$ cat config.mk
export PLATFORM = sky130hd
export DESIGN_NAME = intel_hex_record_loader
export DESIGN_NICKNAME = d
export VERILOG_FILES = /design/src/rtl/ihex_pkg.sv /design/src/rtl/intel_hex_record_loader.sv
export SDC_FILE = /design/constraint.sdc
export NUM_CORES = 1
export LEC_CHECK = 0
export BUFFER_PORTS_ARGS = -buffer_cell sky130_fd_sc_hd__buf_4
export CAP_MARGIN = 20
export CORE_MARGIN = 2
export CORE_UTILIZATION = 33
export CTS_CLUSTER_SIZE = 24
export DETAILED_ROUTE_END_ITERATION = 16
export GPL_ROUTABILITY_DRIVEN = 1
export GPL_TIMING_DRIVEN = 0
export RECOVER_POWER = 50
export SLEW_MARGIN = 20
export SYNTH_ARGS = -nofsm -noshare
export SYNTH_HDL_FRONTEND = slang
export SYNTH_SLANG_ARGS = --single-unit
$ cat constraint.sdc
create_clock -name clk -period 5.55 [get_ports clk]
set_input_delay 0.2775 -clock clk [delete_from_list [all_inputs] [get_ports clk]]
set_output_delay 0.2775 -clock clk [all_outputs]
set_load 0.1 [all_outputs]
$ cat src/rtl/ihex_pkg.sv
package ihex_pkg;

  typedef enum logic [2:0] {
    PH_WAIT   = 3'd0,
    PH_HEAD_H = 3'd1,
    PH_HEAD_L = 3'd2,
    PH_DATA_H = 3'd3,
    PH_DATA_L = 3'd4,
    PH_SUM_H  = 3'd5,
    PH_SUM_L  = 3'd6,
    PH_STOP   = 3'd7
  } phase_t;

  typedef enum logic [2:0] {
    ST_OK     = 3'd0,
    ST_END    = 3'd1,
    ST_NOTHEX = 3'd2,
    ST_TYPE   = 3'd3,
    ST_CSUM   = 3'd4
  } status_t;

  localparam logic [7:0] CH_COLON = 8'h3A;
  localparam logic [7:0] CH_ZERO  = 8'h30;
  localparam logic [7:0] CH_NINE  = 8'h39;
  localparam logic [7:0] CH_UA    = 8'h41;
  localparam logic [7:0] CH_UF    = 8'h46;
  localparam logic [7:0] CH_LA    = 8'h61;
  localparam logic [7:0] CH_LF    = 8'h66;
  localparam logic [7:0] DIGIT_TEN = 8'd10;

  localparam logic [7:0] REC_DATA = 8'h00;
  localparam logic [7:0] REC_EOF  = 8'h01;

  localparam int OUT_TDATA_W = 32;

  // Bit 4 set marks a character that is not a hex digit.
  function automatic logic [4:0] hex_digit(input logic [7:0] ch);
    logic [7:0] v;
    begin
      v = 8'd0;
      if (ch >= CH_ZERO && ch <= CH_NINE) begin
        v = ch - CH_ZERO;
        hex_digit = {1'b0, v[3:0]};
      end else if (ch >= CH_UA && ch <= CH_UF) begin
        v = ch - CH_UA + DIGIT_TEN;
        hex_digit = {1'b0, v[3:0]};
      end else if (ch >= CH_LA && ch <= CH_LF) begin
        v = ch - CH_LA + DIGIT_TEN;
        hex_digit = {1'b0, v[3:0]};
      end else begin
        hex_digit = 5'b10000;
      end
    end
  endfunction

endpackage

$ cat src/rtl/intel_hex_record_loader.sv
// Intel HEX record loader.
// Input stream: one ASCII character per request on in_tdata. Characters before
// a ':' are skipped; the header, data bytes and checksum follow as hex pairs.
// Output stream: exactly one result per accepted character, carrying a write
// strobe, the 16-bit target address, the data byte and the load status.
// A data byte yields write_valid = 1 on the result of its low digit.
// Throughput: one character per cycle while in_tready is high; the parser state
// is registered from the accepted character and the current state.
// The result side holds an output register and a one-entry skid register, so
// a character is still taken while one result waits; in_tready drops only
// when both are full, and rises again once out_tready drains the skid entry.
// Once an end record, a bad digit, an unknown type or a checksum failure has
// latched a status, characters are still consumed and each result repeats
// that status with no write.
// Reset (rst_n low, synchronous) returns the parser to waiting for ':' with
// status OK and empties both output registers.
module intel_hex_record_loader
  import ihex_pkg::*;
(
  input  logic                   clk,
  input  logic                   rst_n,
  input  logic                   in_tvalid,
  output logic                   in_tready,
  input  logic [7:0]             in_tdata,   // [7:0] char_in
  output logic                   out_tvalid,
  input  logic                   out_tready,
  // [0] write_valid, [16:1] write_address, [24:17] write_byte,
  // [27:25] load_status, [31:28] zero
  output logic [OUT_TDATA_W-1:0] out_tdata
);

  phase_t      phase_r, phase_nxt;
  logic [7:0]  nibble_r, nibble_nxt;
  logic [1:0]  hidx_r, hidx_nxt;
  logic [7:0]  len_r, len_nxt;
  logic [15:0] addr_r, addr_nxt;
  logic [7:0]  rtype_r, rtype_nxt;
  logic [7:0]  left_r, left_nxt;
  logic [7:0]  sum_r, sum_nxt;
  status_t     status_r, status_nxt;

  logic [OUT_TDATA_W-1:0] res;
  logic        wv;
  logic [15:0] wa;
  logic [7:0]  wb;
  logic [4:0]  dig;
  logic [7:0]  byte_v;
  logic [7:0]  left_dec;

  logic                   out_valid_r, skid_valid_r;
  logic [OUT_TDATA_W-1:0] out_data_r, skid_data_r;
  logic                   acc, take;

  assign in_tready  = ~skid_valid_r;
  assign acc        = in_tvalid & in_tready;
  assign take       = out_valid_r & out_tready;
  assign out_tvalid = out_valid_r;
  assign out_tdata  = out_data_r;

  assign dig      = hex_digit(in_tdata);
  assign byte_v   = nibble_r | {4'd0, dig[3:0]};
  assign left_dec = left_r - 8'd1;

  // Next parser state for the current character
  always_comb begin
    phase_nxt  = phase_r;
    nibble_nxt = nibble_r;
    hidx_nxt   = hidx_r;
    len_nxt    = len_r;
    addr_nxt   = addr_r;
    rtype_nxt  = rtype_r;
    left_nxt   = left_r;
    sum_nxt    = sum_r;
    status_nxt = status_r;
    wv = 1'b0;
    wa = 16'd0;
    wb = 8'd0;
    unique case (phase_r)
      PH_WAIT: begin
        if (in_tdata == CH_COLON) begin
          sum_nxt   = 8'd0;
          hidx_nxt  = 2'd0;
          phase_nxt = PH_HEAD_H;
        end
      end
      PH_HEAD_H, PH_DATA_H, PH_SUM_H: begin
        if (dig[4]) begin
          status_nxt = ST_NOTHEX;
          phase_nxt  = PH_STOP;
        end else begin
          nibble_nxt = {dig[3:0], 4'd0};
          phase_nxt  = phase_t'(phase_r + 3'd1);
        end
      end
      PH_HEAD_L, PH_DATA_L, PH_SUM_L: begin
        if (dig[4]) begin
          status_nxt = ST_NOTHEX;
          phase_nxt  = PH_STOP;
        end else begin
          nibble_nxt = byte_v;
          sum_nxt    = sum_r + byte_v;
          if (phase_r == PH_HEAD_L) begin
            unique case (hidx_r)
              2'd0: len_nxt = byte_v;
              2'd1: addr_nxt = {byte_v, addr_r[7:0]};
              2'd2: addr_nxt = {addr_r[15:8], byte_v};
              2'd3: rtype_nxt = byte_v;
              default: rtype_nxt = byte_v;
            endcase
            if (hidx_r != 2'd3) begin
              hidx_nxt  = hidx_r + 2'd1;
              phase_nxt = PH_HEAD_H;
            end else begin
              hidx_nxt = 2'd0;
              priority if (byte_v == REC_EOF) begin
                status_nxt = ST_END;
                phase_nxt  = PH_STOP;
              end else if (byte_v != REC_DATA) begin
                status_nxt = ST_TYPE;
                phase_nxt  = PH_STOP;
              end else if (len_r == 8'd0) begin
                phase_nxt = PH_SUM_H;
              end else begin
                left_nxt  = len_r;
                phase_nxt = PH_DATA_H;
              end
            end
          end else if (phase_r == PH_DATA_L) begin
            wv        = 1'b1;
            wa        = addr_r;
            wb        = byte_v;
            addr_nxt  = addr_r + 16'd1;
            left_nxt  = left_dec;
            phase_nxt = (left_dec == 8'd0) ? PH_SUM_H : PH_DATA_H;
          end else begin
            if (sum_r + byte_v == 8'd0) begin
              phase_nxt = PH_WAIT;
            end else begin
              status_nxt = ST_CSUM;
              phase_nxt  = PH_STOP;
            end
          end
        end
      end
      PH_STOP: begin
      end
      default: begin
      end
    endcase
  end

  // Result word for the current character
  always_comb begin
    res = {4'd0, status_nxt, wb, wa, wv};
  end

  always_ff @(posedge clk) begin
    if (!rst_n) begin
      phase_r  <= PH_WAIT;
      nibble_r <= 8'd0;
      hidx_r   <= 2'd0;
      len_r    <= 8'd0;
      addr_r   <= 16'd0;
      rtype_r  <= 8'd0;
      left_r   <= 8'd0;
      sum_r    <= 8'd0;
      status_r <= ST_OK;
    end else if (acc) begin
      phase_r  <= phase_nxt;
      nibble_r <= nibble_nxt;
      hidx_r   <= hidx_nxt;
      len_r    <= len_nxt;
      addr_r   <= addr_nxt;
      rtype_r  <= rtype_nxt;
      left_r   <= left_nxt;
      sum_r    <= sum_nxt;
      status_r <= status_nxt;
    end
  end

  // Output register with one skid entry behind it
  always_ff @(posedge clk) begin
    if (!rst_n) begin
      out_valid_r  <= 1'b0;
      skid_valid_r <= 1'b0;
    end else begin
      if (!out_valid_r || take) begin
        if (skid_valid_r) begin
          out_valid_r  <= 1'b1;
          skid_valid_r <= acc;
        end else begin
          out_valid_r <= acc;
        end
      end else if (acc) begin
        skid_valid_r <= 1'b1;
      end
    end
  end

  always_ff @(posedge clk) begin
    if (!out_valid_r || take) begin
      if (skid_valid_r) begin
        out_data_r <= skid_data_r;
        if (acc) begin
          skid_data_r <= res;
        end
      end else if (acc) begin
        out_data_r <= res;
      end
    end else if (acc) begin
      skid_data_r <= res;
    end
  end

endmodule
==> results.json, run 1 <==
{
  "cts_buffer_depth": 2,
  "slew_headroom_pct": -1.30,
  "vias": 5076,
  "syn_inst": 640,
  "crit_fanout": 7,
  "tightestPinTransition_ns": 1.52,
  "setup_tns_ns": 0,
  "path_cells": "buf_4 -> inv_1 -> ha_1 -> o21bai_1 -> a21oi_1 -> mux2_2 -> a21oi_1 -> inv_1 -> fa_1 -> xor2_1 -> nor4b_1 -> mux2i_1 -> a2111o_1 -> nor2_1 -> o41ai_1 -> mux2_2",
  "fmax_mhz": 198,
  "syn2layout_area_growth_pct": 17.7,
  "vias_per_cell": 5.34,
  "portBuffers": 41,
  "synth_top_flop_cell": "dfxtp_1",
  "gp_congestion": 0.858,
  "grt_pass1_vias": 4679,
  "cts_resized": 0,
  "synth_edf_count": 56,
  "cp.arrival_ns": 5.21,
  "coreArea_sq_um": 18600,
  "crit_required_ns": 5.72,
  "setup_viol": 0,
  "hpwl_microns": 11300,
  "syn_area_per_cell_sq_um": 9.67,
  "synth.distinct_cells": 80,
  "cp_top_family": "compound AO/OA/AOI/OAI gates",
  "netlist_area_sq_um": 6190,
  "clk_latency_ns": 0.42,
  "skew_ns": 0.00741,
  "report.final.slew_viol_count": 29,
  "worstSetupStartpointType": "input pin",
  "cts_tree": "done",
  "fin_nets": 742,
  "cp-end-kind": "flip-flop",
  "grt_pass1_wl_microns": 25200,
  "die_height_microns": 141,
  "instances_no_fill": 951,
  "slowest_delay_ns": 0.66,
  "track_usage_pct": 16.2,
  "whs_ns": 0.168,
  "drv_cap": 1,
  "async_reset_ff_share_pct": 0,
  "worst-setup-path-type": "input pin to flip-flop",
  "cp.buffers_inverters": 3,
  "synth.ff_latch_count": 114,
  "die_area_sq_um": 19900,
  "min_period_ns": 5.04,
  "finalHoldViolations": 0,
  "grt_max_degree": 29,
  "antenna_found_initial": 0,
  "cts-root-buf": "clkbuf_16",
  "rsz0062_at_grt": "false",
  "io_pins": 46,
  "failed_checks": "capacitance limit, slew limit",
  "peakVddDrop_v": 0.000191,
  "n_antenna_cell": 0,
  "slowest_stage": "a21oi_1",
  "yosysSeqAreaShare_pct": 45.9,
  "clock_sinks": 114,
  "hp-class": "input pin to flip-flop",
  "row_count": 50,
  "period_share_pct": 90.8,
  "p_leak_nw": 2.79,
  "routedWlPerCell_microns": 16.8,
  "postCtsHoldBufs": 0,
  "drive_above_1_share_pct": 13.1,
  "place_inst": 919,
  "routed_wl_microns": 16000,
  "drc": 0,
  "postRouteAntennaNets": 0,
  "p_per_area_nw_per_um2": 360,
  "h-tree-depth": 4,
  "path_clk_slew_ns": 0.06,
  "cts_setup_buffers": 0,
  "status": "finished with violations",
  "gr-total-overflow": 0,
  "initial_core_util_pct": 33.3,
  "synth_warnings": 0,
  "die_x_microns": 141,
  "drtIter0Drc": 404,
  "drtPass1Iterations": 7,
  "cts_made_buffers": 17
}
[flip-flops by register name (all words and copies together) (netlist names)]
name / count
status_r: 3
nibble_r: 8
skid_valid_r: 1
left_r: 8
len_r: 8
out_tvalid: 1
skid_data_r: 28
addr_r: 16
hidx_r: 2
sum_r: 8
phase_r: 3
out_tdata: 28
[cell usage after synthesis (all sizes together), types with 4 or more instances]
library cell / count / area [sq um]
o31ai: 8 / 60.1
a21o: 5 / 37.5
mux2i: 13 / 130
nor4: 7 / 43.8
and3: 22 / 138
a31oi: 12 / 75.1
a22oi: 11 / 82.6
o22ai: 4 / 31.3
o21ai: 35 / 179
nand2b: 4 / 25.0
nand2: 46 / 173
mux2: 22 / 248
clkbuf: 28 / 105
edfxtp: 56 / 1680
nand3: 19 / 95.1
a21oi: 50 / 258
o21a: 4 / 30.0
and2: 5 / 31.3
dfxtp: 58 / 1160
inv: 21 / 78.8
nor2: 70 / 268
nor3: 20 / 128
nand4: 4 / 25.0
xor2: 6 / 52.6
nor3b: 5 / 48.8
ha: 25 / 313
or3: 7 / 43.8
a211oi: 6 / 50.1
buf: 9 / 60.1
[layer usage]
metal / up-vias / part of all wire (%) / global-route usage, %
met5: - / 0 / 0
met4: 0 / 2.7 / 6.89
met3: 26 / 5.2 / 3.91
met2: 145 / 47 / 26.6
met1: 2393 / 45 / 20.5
li1: 2512 / - / -
[final cells by class]
| type | instances | area (sq um) |
|---|---|---|
| Buffer | 37 | 164 |
| Clock buffer | 17 | 425 |
| Clock inverter | 15 | 159 |
| Fill cell | 1821 | 11300 |
| Inverter | 23 | 86.3 |
| Multi-Input combinational cell | 469 | 3110 |
| Sequential cell | 114 | 2840 |
| Tap cell | 234 | 293 |
| Timing Repair Buffer | 42 | 203 |
[tightest hold or removal path, cell delays in order]
cell    delay, ns
buf_4        0.10
nor2_1       0.05
nor3_1       0.11
[cells in the final DEF (no fill, tap or decap), types with 4 or more instances in the layout]
cell type and instances:
nand3_1 19, o21a_1 4, o31ai_1 8, mux2i_1 13, a21oi_1 49, and3_1 22
inv_1 21, mux2_2 22, a22oi_1 11, a31oi_1 12, nor4_1 7, and2_1 4
inv_6 4, nor2_1 67, dfxtp_1 58, edfxtp_1 56, nand4_1 4, nor3b_1 4
a21o_1 5, nand2_1 46, clkbuf_1 59, nand2b_1 4, nor3_1 17, buf_4 15
o21ai_0 32, clkbuf_16 17, conb_1 4, clkinv_4 4, ha_1 25, xor2_1 6
or3_1 7, a211oi_1 5
[metrics by stage]
stage               utilization [%]  power [mW]  area (sq um)  setup slack [ns]
finish                         39.2        2.62          7280             0.508
global route                   39.2        2.73          7280             0.350
CTS                            39.9        2.65          7420             0.826
detailed placement             36.8        1.57          6830             0.398
global placement               36.6        1.57          6800             0.441
floorplan                         -        1.41          6200              1.52
[path summary, 6_finish.rpt]
path,start,to,cells past startpoint,slack (ns)
setup / recovery,in_tdata[1],out_tdata[27],16,0.51
hold / removal,in_tvalid,skid_valid_r,3,0.17
setup reg to reg,nibble_r[0],out_tdata[27],11,1.53
hold reg to reg,left_r[7],left_r[7],2,0.48
[kinds of logic (layout without fill, tap and decap cells)]
family	after synthesis	in the layout	share of synthesized area, %
AO/OA/AOI/OAI	170	170	18.6
multiplexers	35	35	6.10
buffers and inverters	60	134	4.06
flip-flops	114	114	45.9
other	1	4	0.0606
adder cells (fa/ha/maj)	26	26	5.38
XOR/XNOR	8	8	1.13
AND/OR/NAND/NOR	226	226	18.8
[power by group]
group          internal, mW  leakage (nW)  switching (mW)
combinational         0.149          1.49           0.459
sequential            0.923          1.02          0.0188
clock                 0.664         0.282           0.408
total                  1.74          2.79           0.886
No activity file was read; power rests on OpenSTA's default activity.
==> run 2: changes to the inputs <==
==> constraint.sdc (replaced) <==
create_clock -name clk -period 5.55 [get_ports clk]
set_input_delay 0.8325 -clock clk [delete_from_list [all_inputs] [get_ports clk]]
set_output_delay 0.8325 -clock clk [all_outputs]
set_load 0.1 [all_outputs]
==> results.json, run 2 (same netlist as run 1, synthesis figures left out) <==
{
  "ff2ff_path_depth": 11,
  "final_common_cell": "nor2_1",
  "finalHoldViolations": 0,
  "path_clk_slew_ns": 0.06,
  "antenna_found_initial": 0,
  "dpl_cell_area_sq_um": 6830,
  "coreArea_sq_um": 18600,
  "clock_sinks": 114,
  "r2r_slack_ns": 1.53,
  "period_share_pct": 96.2,
  "final_area_sq_um": 7290,
  "final_util_pct": 39.2,
  "cts_buffer_depth": 2,
  "drv_cap": 1,
  "drive_above_1_share_pct": 13.2,
  "routed_wl_microns": 16000,
  "hp-class": "flip-flop to flip-flop",
  "r2r-start": "nibble_r[0]",
  "fillers": 1822,
  "setup_viol": 0,
  "grt_max_degree": 29,
  "drc": 0,
  "skew_ns": 0.00974,
  "grt_pass1_vias": 4679,
  "layout.area.seq_sq_um": 2840,
  "routedWlPerCell_microns": 16.8,
  "n_antenna_cell": 0,
  "tightestPinTransition_ns": 1.52,
  "vias": 5063,
  "switching_share_pct": 33.8,
  "die_area_sq_um": 19900,
  "report.final.slew_viol_count": 29,
  "portBuffers": 41,
  "row_count": 50,
  "gr-total-overflow": 0,
  "failed_checks": "capacitance limit, slew limit",
  "io_pins": 46,
  "drtPass1Iterations": 5,
  "die_x_microns": 141,
  "peakVddDrop_v": 0.000190,
  "die_height_microns": 141,
  "hpwl_microns": 11300,
  "drtIter0Drc": 383,
  "rsz0062_at_grt": "false",
  "cts_setup_buffers": 0,
  "initial_core_util_pct": 33.3,
  "p_leak_nw": 2.80,
  "seq_power_share_pct": 35.9,
  "status": "finished with violations",
  "p_per_area_nw_per_um2": 360,
  "postRouteAntennaNets": 0,
  "cts_made_buffers": 17,
  "crit_required_ns": 5.72,
  "cp.arrival_ns": 5.51,
  "cts-root-buf": "clkbuf_16",
  "clk_latency_ns": 0.42,
  "r2r_end": "out_tdata[27]",
  "endpoint": "out_tdata[27]",
  "cts_tree": "done",
  "worst-setup-path-type": "input pin to flip-flop",
  "vias_per_cell": 5.32,
  "worstSetupStartpointType": "input pin",
  "crit_fanout": 7,
  "power_frac_comb_pct": 23.2,
  "grt_pass1_wl_microns": 25200,
  "postCtsHoldBufs": 0,
  "cts_resized": 0,
  "syn2layout_area_growth_pct": 17.7,
  "crit_start": "in_tdata[1]",
  "final_cell_mix": "nor2_1, clkbuf_1, dfxtp_1",
  "fmax_mhz": 187,
  "slew_headroom_pct": -1.35,
  "p_int_mw": 1.74,
  "power.share.clock_pct": 40.9,
  "track_usage_pct": 16.2,
  "multi_input_area_sq_um": 3110,
  "gp_congestion": 0.858,
  "h-tree-depth": 4,
  "cp-end-kind": "flip-flop",
  "p_switching_mw": 0.886,
  "fin_nets": 742,
  "min_period_ns": 5.34
}
## run 2: through the flow
stage          setup TNS (ns)  hold WS (ns)  instances  setup WS, ns  power (mW)
2_1_floorplan               0         0.440        643         0.965        1.41
3_3_place_gp           -0.149         0.462        918        -0.114        1.57
3_5_place_dp           -0.310         0.462        919        -0.157        1.57
4_1_cts                     0         0.476        951         0.271        2.65
5_1_grt                     0         0.487        951        0.0507        2.73
6_report                    0         0.483        951         0.211        2.62
## run 2: final cells by class
class / instances / share of cell area [%]
multi-input cells: 469 / 42.7
clock inverters: 15 / 2.18
repair buffers: 42 / 2.78
well taps: 234 / 4.02
clock buffers: 17 / 5.84
inverters: 23 / 1.18
plain buffers: 37 / 2.27
flip-flops and latches: 114 / 39.0
## run 2: worst min-delay path by stage
| stage | cells after the start | slack [ns] | end | startpoint |
|---|---|---|---|---|
| after floorplan | 2 | 0.44 | left_r[7] | left_r[7] |
| after global placement | 2 | 0.46 | left_r[7] | left_r[7] |
| after detailed placement | 2 | 0.46 | left_r[7] | left_r[7] |
| after CTS | 2 | 0.48 | left_r[7] | left_r[7] |
| after global routing | 2 | 0.49 | left_r[7] | left_r[7] |
| final | 2 | 0.48 | left_r[6] | left_r[6] |
## run 2: worst max-delay path: stages
cell and delay, ns:
buf_4 0.14, inv_1 0.08, ha_1 0.28, o21bai_1 0.11, a21oi_2 0.39, mux2_2 0.40
a21oi_1 0.59, inv_1 0.27, fa_1 0.49, xor2_1 0.20, nor4b_1 0.31, mux2i_1 0.15
a2111o_1 0.41, nor2_1 0.33, o41ai_1 0.21, mux2_2 0.32
## run 2: per-layer routing
metal | routed length (microns) | part of all wire (%) | global-route usage [%] | vias to the layer above
met5 | 0 | 0 | 0 | -
met4 | 402 | 2.5 | 6.89 | 0
met3 | 939 | 5.9 | 3.91 | 23
met2 | 7470 | 47 | 26.6 | 165
met1 | 7170 | 45 | 20.5 | 2364
li1 | - | - | - | 2511
## run 2: power by group through the flow
stage | logic, mW | registers, mW | clock network (mW)
after floorplan | 0.343 | 1.07 | 0
after global placement | 0.610 | 0.959 | 0
after detailed placement | 0.613 | 0.959 | 0
after CTS | 0.615 | 0.941 | 1.09
after global routing | 0.657 | 0.945 | 1.13
final | 0.608 | 0.942 | 1.07
==> run 3: changes to the inputs <==
--- a/config.mk
+++ b/config.mk
@@ -7,12 +7,15 @@
 export LEC_CHECK = 0
 export BUFFER_PORTS_ARGS = -buffer_cell sky130_fd_sc_hd__buf_4
 export CAP_MARGIN = 20
+export CELL_PAD_IN_SITES_DETAIL_PLACEMENT = 1
+export CELL_PAD_IN_SITES_GLOBAL_PLACEMENT = 1
 export CORE_MARGIN = 2
 export CORE_UTILIZATION = 33
 export CTS_CLUSTER_SIZE = 24
 export DETAILED_ROUTE_END_ITERATION = 16
 export GPL_ROUTABILITY_DRIVEN = 1
 export GPL_TIMING_DRIVEN = 0
+export PLACE_DENSITY_LB_ADDON = 0.1
 export RECOVER_POWER = 50
 export SLEW_MARGIN = 20
 export SYNTH_ARGS = -nofsm -noshare
==> constraint.sdc (replaced) <==
create_clock -name clk -period 5.55 [get_ports clk]
set_input_delay 0.8325 -clock clk [delete_from_list [all_inputs] [get_ports clk]]
set_output_delay 0.8325 -clock clk [all_outputs]
set_load 0.01 [all_outputs]
==> results.json, run 3 (same netlist as run 1, synthesis figures left out) <==
{
  "status": "finished with violations",
  "failed_checks": "capacitance limit, slew limit",
  "path_cells": "buf_4 -> inv_1 -> ha_1 -> o21bai_1 -> a21oi_2 -> or2_2 -> buf_2 -> a21oi_4 -> inv_1 -> fa_1 -> xor2_1 -> nor4b_1 -> mux2i_1 -> a2111o_1 -> nor2_1 -> o41ai_1 -> mux2_2",
  "io_pins": 46,
  "period_share_pct": 92.3,
  "slowest_stage": "fa_1",
  "p_per_area_nw_per_um2": 347,
  "skew_ns": 0.0172,
  "gr-total-overflow": 0,
  "drtPass1Iterations": 4,
  "track_usage_pct": 19.9,
  "finalHoldViolations": 0,
  "clk_latency_ns": 0.43,
  "timing.critical_path.mode_cell": "inv_1",
  "r2r_slack_ns": 1.65,
  "row_count": 50,
  "worst-setup-path-type": "input pin to flip-flop",
  "drv_cap": 1,
  "crit_fanout": 10,
  "p_leak_nw": 2.81,
  "final_area_sq_um": 7300,
  "postRouteAntennaNets": 0,
  "fin_nets": 742,
  "setup_viol": 0,
  "slowest_delay_ns": 0.48,
  "final_common_cell": "nor2_1",
  "dp_slack_ns": -0.452,
  "drtIter0Drc": 243,
  "cts_setup_buffers": 0,
  "hpwl_microns": 14100,
  "die_height_microns": 141,
  "die_x_microns": 141,
  "rsz0062_at_grt": "false",
  "setup_tns_ns": 0,
  "tightestPinTransition_ns": 1.54,
  "dpl_cell_area_sq_um": 6830,
  "vias": 5201,
  "crit_required_ns": 5.72,
  "drc": 0,
  "setup_ws_ns": 0.428,
  "syn2layout_area_growth_pct": 17.9,
  "hp-class": "flip-flop to flip-flop",
  "initial_core_util_pct": 33.3,
  "final_cell_mix": "nor2_1, clkbuf_1, dfxtp_1",
  "power_mw": 2.54,
  "drive_above_1_share_pct": 13.7,
  "final_util_pct": 39.3,
  "cp-end-kind": "flip-flop",
  "cp.arrival_ns": 5.29,
  "cts_buffer_depth": 2,
  "gp_congestion": 0.830,
  "coreArea_sq_um": 18600,
  "routedWlPerCell_microns": 20.2,
  "routed_wl_microns": 19200,
  "cts_tree": "done",
  "grt_max_degree": 29,
  "vias_per_cell": 5.47,
  "path_clk_slew_ns": 0.06,
  "fmax_mhz": 195,
  "grt_pass1_vias": 5256,
  "cts_made_buffers": 17,
  "cts-root-buf": "clkbuf_16",
  "portBuffers": 41,
  "report.final.slew_viol_count": 27,
  "min_period_ns": 5.12,
  "peakVddDrop_v": 0.000246,
  "die_area_sq_um": 19900,
  "h-tree-depth": 4,
  "slew_headroom_pct": -2.65,
  "grt_pass1_wl_microns": 30100,
  "n_antenna_cell": 0,
  "clock_sinks": 114,
  "antenna_found_initial": 0,
  "worstSetupStartpointType": "input pin"
}
[run 3: cell count changes in the layout (fill, tap and decap cells not counted)]
cell,previous run,this run
a21oi_2,2,3
clkinv_2,2,3
nor2_2,1,2
inv_6,4,2
clkinvlp_4,2,1
clkinv_1,3,2
a21oi_4,0,1
nor2_4,1,0
clkinv_4,4,7
a21oi_1,48,46
[run 3: layout make-up]
class,count,area (sq um)
Fill cell,2119,11300
Clock inverter,15,161
Inverter,23,86.3
Clock buffer,17,425
Tap cell,234,293
Timing Repair Buffer,42,203
Multi-Input combinational cell,469,3120
Buffer,37,165
Sequential cell,114,2840
[run 3: through the flow]
step	std cells	hold WS (ns)
2_1_floorplan	643	0.440
3_3_place_gp	918	0.458
3_5_place_dp	919	0.471
4_1_cts	951	0.482
5_1_grt	951	0.516
6_report	951	0.481
[run 3: worst paths after layout]
path,startpoint,end,cells past startpoint
worst max-delay path,in_tdata[0],out_tdata[27],17
worst min-delay path,left_r[6],left_r[6],2
worst max register to register,nibble_r[0],out_tdata[27],11
worst min register to register,left_r[6],left_r[6],2
[run 3: critical path, delay by kind of cell]
| family | cells | cell delay (ns) |
|---|---|---|
| compound gates | 5 | 1.36 |
| xor+xnor | 1 | 0.21 |
| fa+ha+maj | 2 | 0.74 |
| buf+inv | 4 | 0.66 |
| mux | 2 | 0.47 |
| simple gates | 3 | 1.03 |
[run 3: report_power, final]
group	total, mW	leakage, nW	switching (mW)	internal, mW
sequential	0.943	1.02	0.0197	0.923
clock	1.08	0.288	0.420	0.664
combinational	0.509	1.50	0.360	0.149
[run 3: repair_timing]
| action | CTS | global route |
|---|---|---|
| setup endpoints to repair | 1 | 1 |
| hold buffers | 0 | 0 |
| hold endpoints to repair | 0 | 0 |
| resized for setup | 1 | 3 |
| gates cloned | 0 | 0 |
[run 3: routing by layer]
layer / vias to the layer above / wire length [microns] / GRT usage (%)
li1: 2506 / - / -
met1: 2578 / 9230 / 26.3
met2: 88 / 8860 / 32.4
met3: 29 / 680 / 4.48
met4: 0 / 402 / 6.89
met5: - / 0 / 0
